--- src/cbz_pkg.sv ---
`timescale 1ns / 1ps
// ----------------------------------------------------------------------------
// cbz_pkg
// Shared types and constants of the cubic bezier trajectory generator.
// ----------------------------------------------------------------------------
package cbz_pkg;

  localparam int POS_BITS    = 20;
  localparam int QUAT_BITS   = 16;
  localparam int CFG_W       = 60;
  localparam int CFG_ADDR_W  = 2;
  localparam int IN_DATA_W   = 128;
  localparam int IN_USER_W   = 2;
  localparam int T_STEP_RESET = 66;
  localparam logic [QUAT_BITS-1:0] QUAT_Y_RESET = 16'd16384;

  typedef enum logic [CFG_ADDR_W-1:0] {
    REG_POST_START = 2'd0,
    REG_PRE_END    = 2'd1,
    REG_END        = 2'd2,
    REG_T_STEP     = 2'd3
  } cfg_reg_t;

  // clear loads operands, enable advances one bit
  typedef struct packed {
    logic clr;
    logic en;
  } step_ctl_t;

endpackage

--- src/cbz_rmul.sv ---
`timescale 1ns / 1ps
// ----------------------------------------------------------------------------
// cbz_rmul
// Bit-serial shift-add multiplier for unsigned curve parameter values,
// one multiplier bit per enabled cycle, product rounded half up to the Q1.F format.
// ----------------------------------------------------------------------------
module cbz_rmul #(
  parameter int PARAM_FRAC_BITS = 16
) (
  input  logic                     clk,
  input  cbz_pkg::step_ctl_t       ctl,
  input  logic [PARAM_FRAC_BITS:0] a,
  input  logic [PARAM_FRAC_BITS:0] b,
  output logic [PARAM_FRAC_BITS:0] prod
);

  localparam int TW = PARAM_FRAC_BITS + 1;
  localparam logic [TW:0] HALF = (TW + 1)'(1) << (PARAM_FRAC_BITS - 1);

  logic [TW-1:0] acc_r, acc_nxt;
  logic [TW-1:0] low_r, low_nxt;
  logic [TW-1:0] b_sr_r;
  logic [TW:0]   sum;
  logic [TW:0]   low_rnd;
  logic [TW:0]   prod_w;

  always_comb begin
    sum     = {1'b0, acc_r} + (b_sr_r[0] ? {1'b0, a} : '0);
    acc_nxt = sum[TW:1];
    low_nxt = {sum[0], low_r[TW-1:1]};
  end

  always_ff @(posedge clk) begin
    if (ctl.clr) begin
      acc_r  <= '0;
      b_sr_r <= b;
    end else if (ctl.en) begin
      acc_r  <= acc_nxt;
      low_r  <= low_nxt;
      b_sr_r <= {1'b0, b_sr_r[TW-1:1]};
    end
  end

  // product = acc * 2^TW + low, rounded at bit F
  always_comb begin
    low_rnd = {1'b0, low_r} + HALF;
    prod_w  = {acc_r, 1'b0} + (TW + 1)'(low_rnd[TW:PARAM_FRAC_BITS]);
    prod    = prod_w[TW-1:0];
  end

endmodule

--- src/cbz_coord_lane.sv ---
`timescale 1ns / 1ps
// ----------------------------------------------------------------------------
// cbz_coord_lane
// One coordinate of the curve: sums the four weighted control points one
// weight bit per enabled cycle, then rounds half up and saturates the result.
// ----------------------------------------------------------------------------
module cbz_coord_lane #(
  parameter int COORD_BITS      = 20,
  parameter int PARAM_FRAC_BITS = 16
) (
  input  logic                             clk,
  input  cbz_pkg::step_ctl_t               ctl,
  input  logic [3:0]                       wbit,
  input  logic [cbz_pkg::POS_BITS-1:0]     p0,
  input  logic [COORD_BITS-1:0]            p1,
  input  logic [COORD_BITS-1:0]            p2,
  input  logic [COORD_BITS-1:0]            p3,
  output logic [COORD_BITS-1:0]            coord
);

  localparam int PW = (COORD_BITS > cbz_pkg::POS_BITS) ? COORD_BITS : cbz_pkg::POS_BITS;
  localparam int AW = PW + 4;
  localparam int NW = PARAM_FRAC_BITS + 3;
  localparam int RW = AW + 3;
  localparam logic [NW:0] HALF = (NW + 1)'(1) << (PARAM_FRAC_BITS - 1);
  localparam logic signed [RW-1:0] CMAX = (RW'(1) << (COORD_BITS - 1)) - RW'(1);
  localparam logic signed [RW-1:0] CMIN = ~CMAX;

  logic signed [AW-1:0] acc_r, acc_nxt;
  logic [NW-1:0]        low_r, low_nxt;
  logic signed [AW-1:0] term0, term1, term2, term3;
  logic signed [AW-1:0] sum;
  logic [NW:0]          low_rnd;
  logic signed [RW-1:0] rnd;

  always_comb begin
    term0   = wbit[0] ? {{(AW - cbz_pkg::POS_BITS){p0[cbz_pkg::POS_BITS-1]}}, p0} : '0;
    term1   = wbit[1] ? {{(AW - COORD_BITS){p1[COORD_BITS-1]}}, p1} : '0;
    term2   = wbit[2] ? {{(AW - COORD_BITS){p2[COORD_BITS-1]}}, p2} : '0;
    term3   = wbit[3] ? {{(AW - COORD_BITS){p3[COORD_BITS-1]}}, p3} : '0;
    sum     = acc_r + term0 + term1 + term2 + term3;
    acc_nxt = sum >>> 1;
    low_nxt = {sum[0], low_r[NW-1:1]};
  end

  always_ff @(posedge clk) begin
    if (ctl.clr) begin
      acc_r <= '0;
    end else if (ctl.en) begin
      acc_r <= acc_nxt;
      low_r <= low_nxt;
    end
  end

  // sum = acc * 2^NW + low, floor of (sum + half) / 2^F
  always_comb begin
    low_rnd = {1'b0, low_r} + HALF;
    rnd     = $signed({acc_r, 3'b000}) +
              $signed({{(RW - 4){1'b0}}, low_rnd[NW:PARAM_FRAC_BITS]});
    if (rnd > CMAX) begin
      coord = CMAX[COORD_BITS-1:0];
    end else if (rnd < CMIN) begin
      coord = CMIN[COORD_BITS-1:0];
    end else begin
      coord = rnd[COORD_BITS-1:0];
    end
  end

endmodule

--- src/cubic_bezier_trajectory_generator.sv ---
`timescale 1ns / 1ps
// ----------------------------------------------------------------------------
// cubic_bezier_trajectory_generator
// Turns control ticks into points on a cubic bezier curve from the first
// measured pose through three programmed control points.
// ----------------------------------------------------------------------------
// A stop request, or a tick that gives no result, is taken without leaving
// the idle state. A tick that gives a curve point occupies the block from
// acceptance to the next acceptance: two bit-serial multipliers form the
// Bernstein weights in three rounds of PARAM_FRAC_BITS + 1 bits, then three
// coordinate lanes walk the PARAM_FRAC_BITS + 3 weight bits. A finished point
// waits in the output register while the next request is taken; the block
// holds longer while an earlier point is still waiting there.
module cubic_bezier_trajectory_generator #(
  parameter int COORD_BITS      = 20,
  parameter int PARAM_FRAC_BITS = 16
) (
  input  logic                              clk,
  input  logic                              rst_n,
  input  logic                              in_tvalid,
  output logic                              in_tready,
  // pos_x, pos_y, pos_z, quat_w, quat_x, quat_y, quat_z
  input  logic [cbz_pkg::IN_DATA_W-1:0]     in_tdata,
  // cmd, feedback_valid
  input  logic [cbz_pkg::IN_USER_W-1:0]     in_tuser,
  output logic                              out_tvalid,
  input  logic                              out_tready,
  // cmd_x, cmd_y, cmd_z, hold_w, hold_x, hold_y, hold_z
  output logic [((3*COORD_BITS+4*cbz_pkg::QUAT_BITS+7)/8)*8-1:0] out_tdata,
  input  logic                              cfg_wr_en,
  input  logic [cbz_pkg::CFG_ADDR_W-1:0]    cfg_addr,
  input  logic [cbz_pkg::CFG_W-1:0]         cfg_wdata
);

  localparam int TW = PARAM_FRAC_BITS + 1;
  localparam int NW = PARAM_FRAC_BITS + 3;
  localparam int QB = cbz_pkg::QUAT_BITS;
  localparam int PB = cbz_pkg::POS_BITS;
  localparam int OUT_DATA_W = ((3*COORD_BITS + 4*QB + 7) / 8) * 8;
  localparam int PACK_W = (3*COORD_BITS > cbz_pkg::CFG_W) ? 3*COORD_BITS : cbz_pkg::CFG_W;
  localparam int CNT_W = $clog2(NW);
  localparam logic [TW-1:0] ONE_T = TW'(1) << PARAM_FRAC_BITS;

  typedef enum logic [6:0] {
    ST_IDLE  = 7'b0000001,
    ST_MLOAD = 7'b0000010,
    ST_MRUN  = 7'b0000100,
    ST_MSAVE = 7'b0001000,
    ST_ALOAD = 7'b0010000,
    ST_ARUN  = 7'b0100000,
    ST_FIN   = 7'b1000000
  } state_t;

  typedef enum logic [1:0] {
    MSTEP_SQ   = 2'd0,
    MSTEP_CUBE = 2'd1,
    MSTEP_MIX  = 2'd2
  } mstep_t;

  // configuration
  logic [cbz_pkg::CFG_W-1:0] post_r, pre_r, end_r;
  logic [TW-1:0]             t_step_r;

  // control state
  state_t            state_r, state_nxt;
  mstep_t            step_r, step_nxt;
  logic [CNT_W-1:0]  cnt_r, cnt_nxt;
  logic              captured_r, captured_nxt;
  logic [TW-1:0]     t_r, t_nxt;
  logic              out_valid_r, out_valid_nxt;
  logic [PB-1:0]     start_r [3];
  logic [QB-1:0]     quat_r [4];
  logic              capture;

  // datapath
  logic [TW-1:0]         t2_r, u2_r;
  logic [NW-1:0]         w_r [4];
  logic [NW-1:0]         wsr_r [4];
  logic [COORD_BITS-1:0] out_cmd_r [3];
  logic [QB-1:0]         out_quat_r [4];

  logic                   in_cmd, in_fb, accept, load_out;
  logic [TW-1:0]          u;
  logic [TW:0]            t_sum;
  logic [TW-1:0]          t_sat;
  logic [TW-1:0]          ma_a, ma_b, mb_a, mb_b, prod_a, prod_b;
  cbz_pkg::step_ctl_t     mul_ctl, lane_ctl;
  logic [3:0]             wbit;
  logic [PACK_W-1:0]      post_pad, pre_pad, end_pad;
  logic [COORD_BITS-1:0]  coord [3];

  assign in_cmd    = in_tuser[0];
  assign in_fb     = in_tuser[1];
  assign in_tready = (state_r == ST_IDLE);
  assign accept    = in_tvalid && in_tready;
  assign out_tvalid = out_valid_r;
  assign out_tdata = OUT_DATA_W'({out_quat_r[3], out_quat_r[2], out_quat_r[1], out_quat_r[0],
                                  out_cmd_r[2], out_cmd_r[1], out_cmd_r[0]});

  assign u     = ONE_T - t_r;
  assign t_sum = {1'b0, t_r} + {1'b0, t_step_r};
  assign t_sat = (t_sum > {1'b0, ONE_T}) ? ONE_T : t_sum[TW-1:0];

  // configuration writes
  always_ff @(posedge clk) begin
    if (!rst_n) begin
      post_r   <= '0;
      pre_r    <= '0;
      end_r    <= '0;
      t_step_r <= TW'(cbz_pkg::T_STEP_RESET);
    end else if (cfg_wr_en) begin
      unique case (cbz_pkg::cfg_reg_t'(cfg_addr))
        cbz_pkg::REG_POST_START: post_r   <= cfg_wdata;
        cbz_pkg::REG_PRE_END:    pre_r    <= cfg_wdata;
        cbz_pkg::REG_END:        end_r    <= cfg_wdata;
        cbz_pkg::REG_T_STEP:     t_step_r <= cfg_wdata[TW-1:0];
        default: ;
      endcase
    end
  end

  // multiplier operands per round
  always_comb begin
    case (step_r)
      MSTEP_CUBE: begin
        ma_a = t2_r; ma_b = t_r; mb_a = u2_r; mb_b = u;
      end
      MSTEP_MIX: begin
        ma_a = t2_r; ma_b = u;   mb_a = u2_r; mb_b = t_r;
      end
      default: begin
        ma_a = t_r;  ma_b = t_r; mb_a = u;    mb_b = u;
      end
    endcase
  end

  // sequencer
  always_comb begin
    state_nxt     = state_r;
    step_nxt      = step_r;
    cnt_nxt       = cnt_r;
    captured_nxt  = captured_r;
    t_nxt         = t_r;
    out_valid_nxt = out_valid_r;
    capture       = 1'b0;
    load_out      = 1'b0;
    mul_ctl       = '0;
    lane_ctl      = '0;

    if (out_valid_r && out_tready) begin
      out_valid_nxt = 1'b0;
    end

    unique case (state_r)
      ST_IDLE: begin
        if (accept) begin
          if (in_cmd) begin
            captured_nxt = 1'b0;
            t_nxt        = '0;
          end else if (captured_r || in_fb) begin
            capture      = !captured_r;
            captured_nxt = 1'b1;
            t_nxt        = t_sat;
            step_nxt     = MSTEP_SQ;
            state_nxt    = ST_MLOAD;
          end
        end
      end
      ST_MLOAD: begin
        mul_ctl.clr = 1'b1;
        cnt_nxt     = '0;
        state_nxt   = ST_MRUN;
      end
      ST_MRUN: begin
        mul_ctl.en = 1'b1;
        cnt_nxt    = cnt_r + CNT_W'(1);
        if (cnt_r == CNT_W'(TW - 1)) begin
          state_nxt = ST_MSAVE;
        end
      end
      ST_MSAVE: begin
        case (step_r)
          MSTEP_SQ: begin
            step_nxt  = MSTEP_CUBE;
            state_nxt = ST_MLOAD;
          end
          MSTEP_CUBE: begin
            step_nxt  = MSTEP_MIX;
            state_nxt = ST_MLOAD;
          end
          default: begin
            state_nxt = ST_ALOAD;
          end
        endcase
      end
      ST_ALOAD: begin
        lane_ctl.clr = 1'b1;
        cnt_nxt      = '0;
        state_nxt    = ST_ARUN;
      end
      ST_ARUN: begin
        lane_ctl.en = 1'b1;
        cnt_nxt     = cnt_r + CNT_W'(1);
        if (cnt_r == CNT_W'(NW - 1)) begin
          state_nxt = ST_FIN;
        end
      end
      ST_FIN: begin
        if (!out_valid_r || out_tready) begin
          load_out      = 1'b1;
          out_valid_nxt = 1'b1;
          state_nxt     = ST_IDLE;
        end
      end
      default: begin
        state_nxt = ST_IDLE;
      end
    endcase
  end

  always_ff @(posedge clk) begin
    if (!rst_n) begin
      state_r     <= ST_IDLE;
      step_r      <= MSTEP_SQ;
      cnt_r       <= '0;
      captured_r  <= 1'b0;
      t_r         <= '0;
      out_valid_r <= 1'b0;
      start_r[0]  <= '0;
      start_r[1]  <= '0;
      start_r[2]  <= '0;
      quat_r[0]   <= '0;
      quat_r[1]   <= '0;
      quat_r[2]   <= cbz_pkg::QUAT_Y_RESET;
      quat_r[3]   <= '0;
    end else begin
      state_r     <= state_nxt;
      step_r      <= step_nxt;
      cnt_r       <= cnt_nxt;
      captured_r  <= captured_nxt;
      t_r         <= t_nxt;
      out_valid_r <= out_valid_nxt;
      if (capture) begin
        start_r[0] <= in_tdata[PB-1:0];
        start_r[1] <= in_tdata[2*PB-1:PB];
        start_r[2] <= in_tdata[3*PB-1:2*PB];
        quat_r[0]  <= in_tdata[3*PB+QB-1:3*PB];
        quat_r[1]  <= in_tdata[3*PB+2*QB-1:3*PB+QB];
        quat_r[2]  <= in_tdata[3*PB+3*QB-1:3*PB+2*QB];
        quat_r[3]  <= in_tdata[3*PB+4*QB-1:3*PB+3*QB];
      end
    end
  end

  // weights and output payload
  always_ff @(posedge clk) begin
    if (state_r == ST_MSAVE) begin
      case (step_r)
        MSTEP_SQ: begin
          t2_r <= prod_a;
          u2_r <= prod_b;
        end
        MSTEP_CUBE: begin
          w_r[3] <= NW'(prod_a);
          w_r[0] <= NW'(prod_b);
        end
        default: begin
          w_r[2] <= NW'(prod_a) + (NW'(prod_a) << 1);
          w_r[1] <= NW'(prod_b) + (NW'(prod_b) << 1);
        end
      endcase
    end
    if (lane_ctl.clr) begin
      for (int j = 0; j < 4; j++) begin
        wsr_r[j] <= w_r[j];
      end
    end else if (lane_ctl.en) begin
      for (int j = 0; j < 4; j++) begin
        wsr_r[j] <= {1'b0, wsr_r[j][NW-1:1]};
      end
    end
    if (load_out) begin
      for (int k = 0; k < 3; k++) begin
        out_cmd_r[k] <= coord[k];
      end
      for (int k = 0; k < 4; k++) begin
        out_quat_r[k] <= quat_r[k];
      end
    end
  end

  assign wbit = {wsr_r[3][0], wsr_r[2][0], wsr_r[1][0], wsr_r[0][0]};

  cbz_rmul #(
    .PARAM_FRAC_BITS(PARAM_FRAC_BITS)
  ) u_mul_a (
    .clk (clk),
    .ctl (mul_ctl),
    .a   (ma_a),
    .b   (ma_b),
    .prod(prod_a)
  );

  cbz_rmul #(
    .PARAM_FRAC_BITS(PARAM_FRAC_BITS)
  ) u_mul_b (
    .clk (clk),
    .ctl (mul_ctl),
    .a   (mb_a),
    .b   (mb_b),
    .prod(prod_b)
  );

  // control points beyond the register width read as zero
  assign post_pad = PACK_W'(post_r);
  assign pre_pad  = PACK_W'(pre_r);
  assign end_pad  = PACK_W'(end_r);

  for (genvar k = 0; k < 3; k++) begin : g_lane
    cbz_coord_lane #(
      .COORD_BITS     (COORD_BITS),
      .PARAM_FRAC_BITS(PARAM_FRAC_BITS)
    ) u_lane (
      .clk  (clk),
      .ctl  (lane_ctl),
      .wbit (wbit),
      .p0   (start_r[k]),
      .p1   (post_pad[k*COORD_BITS +: COORD_BITS]),
      .p2   (pre_pad[k*COORD_BITS +: COORD_BITS]),
      .p3   (end_pad[k*COORD_BITS +: COORD_BITS]),
      .coord(coord[k])
    );
  end

endmodule
--- config.mk ---
export PLATFORM = sky130hd
export DESIGN_NAME = cubic_bezier_trajectory_generator
export DESIGN_NICKNAME = d
export VERILOG_FILES = /design/src/cbz_pkg.sv /design/src/cbz_rmul.sv /design/src/cbz_coord_lane.sv /design/src/cubic_bezier_trajectory_generator.sv
export SDC_FILE = /design/constraint.sdc
export NUM_CORES = 2
export LEC_CHECK = 0
export BUFFER_PORTS_ARGS = -buffer_cell sky130_fd_sc_hd__buf_2
export CAP_MARGIN = 30
export CORE_ASPECT_RATIO = 1.5
export CORE_MARGIN = 1
export CORE_UTILIZATION = 25
export DETAILED_ROUTE_END_ITERATION = 6
export PLACE_DENSITY_LB_ADDON = 0.2
export REMOVE_ABC_BUFFERS = 1
export SYNTH_ARGS = -nofsm -noshare
export SYNTH_HDL_FRONTEND = slang
export SYNTH_SLANG_ARGS = --single-unit
--- constraint.sdc ---
create_clock -name clk -period 8.25 [get_ports clk]
set_input_delay 1.2375 -clock clk [delete_from_list [all_inputs] [get_ports clk]]
set_output_delay 1.2375 -clock clk [all_outputs]
set_load 0.01 [all_outputs]
==> impl_metrics.tcl <==
set metrics [dict create \
    status "complete, no violations" \
    grt_setup_unrepaired "no" \
    final_layout_size_suffix_gt1_share_pct 11.6 \
    cts_tree "yes" \
    critPathMaxFanout 33 \
    cts.htree.levels 3 \
    cp_slowest_cell "edfxtp_1" \
    grt_util_met3_pct 2.33 \
    internal-power_mw 7.29 \
    syn_area_um2 44500 \
    synthDistinctLibCells 74 \
    cp.required_ns 8.78 \
    slew-limit-headroom_pct 26.6 \
    antenna_left 0 \
    maxCapViolCount 0 \
    nNetsFinal 5194 \
    die_y_um 518 \
    swShare_pct 25.4 \
    fillers 18400 \
    p_clk_share_pct 43.2 \
    syn2layout_area_growth_pct 16.4 \
    antenna_found_initial 25 \
    coreArea_um2 177000 \
    routed_wl_um 126000 \
    yosys.area.top_type_share_pct 32.0 \
    synth.avg_cell_area_um2 10.2 \
    post_cts_resized 0 \
    num_rows 189 \
    power.switching_mw 2.48 \
    post-route-util_pct 29.3 \
    regArea_um2 20900 \
    grt_pass1_wl_um 196000 \
    route.detailed.drc 0 \
    initial_core_util_pct 25.2 \
    fin_skew_ns 0.0340 \
    finalPower_mw 9.78 \
    slew_viol_final 0 \
    firstDrtPassIters 5 \
    grt-busiest-layer "met2" \
    leakagePower_nw 20.8 \
    cts_root_buffer "clkbuf_16" \
    yosysSeqAreaShare_pct 47.1 \
    crit_top_cell "fa_1" \
    dieArea_um2 180000 \
    use_met1_pct 17.0 \
    start_kind "flip-flop" \
    clk_pin_slew_ns 0.06 \
    drt_iter0_drc 1527 \
    max_freq_mhz 181 \
    arrival_ns 6.06 \
    final_cell_mix "723 x nand2_1, 474 x edfxtp_1, 335 x dfxtp_1" \
    dr_total_vias 31600 \
    grt_max_degree 227 \
    grt.total_usage_pct 14.0 \
    cts.sinks 809 \
    mostFrequentLayoutCell "nand2_1" \
    yosysWarnings 0 \
    min_path_type "reg2reg" \
    synth_edf_count 474 \
    clk-insertion-delay-late_ns 0.70 \
    p_comb_share_pct 10.8 \
    synthFlopType "edfxtp_1" \
    synth_seq_cells 809 \
    period_minus_slack_ns 5.52 \
    synth_area_leaders "edfxtp_1 32%, dfxtp_1 15%, fa_1 8.7%" \
    setup_viol 0 \
    path_cells "buf_12 > nand2_1 > fa_1 > fa_1 > inv_1 > fa_1 > ha_1 > fa_1 > a21oi_1 > o21ai_0 > o211ai_1 > a31oi_1 > and3_1 > nor2b_1 > o21ai_0 > xnor2_1 > o22ai_1" \
    endpoint_kind "flip-flop" \
    gr-total-overflow 0 \
    yosys.area.top_type "edfxtp_1" \
    grt_pass1_vias 32800 \
    place_inst 6824 \
    io_pins 327 \
    hold_viol 0 \
    peakVddDrop_v 0.000152 \
    slowest_delay_ns 0.82 \
    wl_per_cell_um 18.0 \
    cts_hold_buf 0 \
    sequentialPowerShare_pct 46.0 \
    post_cts_buffers 0 \
    hold_ws_ns 0.417 \
    finalCritPeriodShare_pct 66.9 \
    instances_no_fill 6994 \
    cts.path.max_buffers 3 \
    worst_slew_pin_slew_ns 1.10 \
    async_flop_share_pct 0 \
    power.density_nw_per_um2 189 \
    use_met2_pct 25.2 \
    io_buffers 318 \
    crit_type "reg2reg" \
    gp_congestion 0.780 \
    syn_inst 4370 \
    multiInputGateArea_um2 21500 \
    vias_per_cell 4.51 \
    dp_hpwl_um 90200 \
    cts_buffers 87 \
    die-width_um 346 \
]
==> Yosys cell counts (all sizes together) (8+ instances only) <==
master,count
nand2,723
edfxtp,474
dfxtp,335
inv,333
and2,234
o21ai,227
a21boi,203
clkbuf,198
fa,194
ha,181
xnor2,163
and3,155
a21oi,119
nor2,119
nand3,93
xor2,80
nor2b,53
nor3,44
a22o,42
o22ai,41
a21o,39
nand2b,29
or3,24
o21a,22
mux2i,21
nand4,20
o21bai,17
or2,14
a31oi,13
buf,12
a211oi,11
nor4,11
o31ai,11
o211ai,9
and4,8
nand3b,8
o31a,8
==> worst paths after layout <==
kind	start	end	slack (ns)	depth (start not counted)
setup / recovery	wsr_r[3][0]	g_lane[2].u_lane.acc_r[16]	2.73	17
hold reg to reg	quat_r[0][0]	out_quat_r[0][0]	0.42	0
setup reg to reg	wsr_r[3][0]	g_lane[2].u_lane.acc_r[16]	2.73	17
hold / removal	quat_r[0][0]	out_quat_r[0][0]	0.42	0
==> sequential cells by signal, indices dropped and copies added, names as in the netlist, 60 cells and up <==
| register | count |
|---|---|
| w_r | 72 |
| wsr_r | 72 |
| g_lane.u_lane.acc_r | 69 |
| out_quat_r | 64 |
| quat_r | 64 |
| end_pad | 60 |
| out_cmd_r | 60 |
| post_pad | 60 |
| pre_pad | 60 |
| start_r | 60 |
==> routing by layer <==
layer	part of all wire (%)	wire (µm)
met4	2.3	2860
met5	0.095	119
met2	50	62900
met3	4.6	5740
met1	43	54300
==> power by group through the flow <==
stage | combinational, mW | sequential [mW] | clock (mW)
finish | 1.06 | 4.50 | 4.22
global route | 1.20 | 4.51 | 4.51
CTS | 1.08 | 4.50 | 4.39
detailed placement | 1.07 | 4.59 | 0
global placement | 1.07 | 4.58 | 0
floorplan | 0.726 | 4.56 | 0
==> kinds of logic after synthesis <==
logic type	share of synthesized area, %
other cells	0.00843
buf+inv	4.66
flops	47.1
simple gates	17.1
fa+ha+maj	13.9
mux	0.498
xor+xnor	4.79
compound gates	12.0
==> critical path: cells and delay by family (launching register included) <==
kind | cells | cell delay, ns
xor+xnor | 1 | 0.16
fa+ha+maj | 5 | 2.16
compound gates | 6 | 1.17
buf+inv | 2 | 0.35
simple gates | 3 | 0.69
flops | 1 | 0.82
==> layout make-up <==
| cell class | count | share of cell area, % |
|---|---|---|
| Multi-Input combinational cell | 3019 | 41.6 |
| Tap cell | 2292 | 5.54 |
| Timing Repair Buffer | 370 | 4.13 |
| Antenna cell | 5 | 0.0242 |
| Clock inverter | 60 | 1.30 |
| Sequential cell | 809 | 40.5 |
| Clock buffer | 104 | 4.51 |
| Inverter | 335 | 2.44 |
==> stage by stage <==
step	setup slack, ns	cell area, µm²	setup TNS, ns
6_report	2.73	51800	0
5_1_grt	2.32	51700	0
4_1_cts	2.69	51700	0
3_5_place_dp	2.71	48700	0
3_3_place_gp	2.49	48600	0
2_1_floorplan	-0.0958	43700	-6.51
Power figures use the tool's default switching activity.
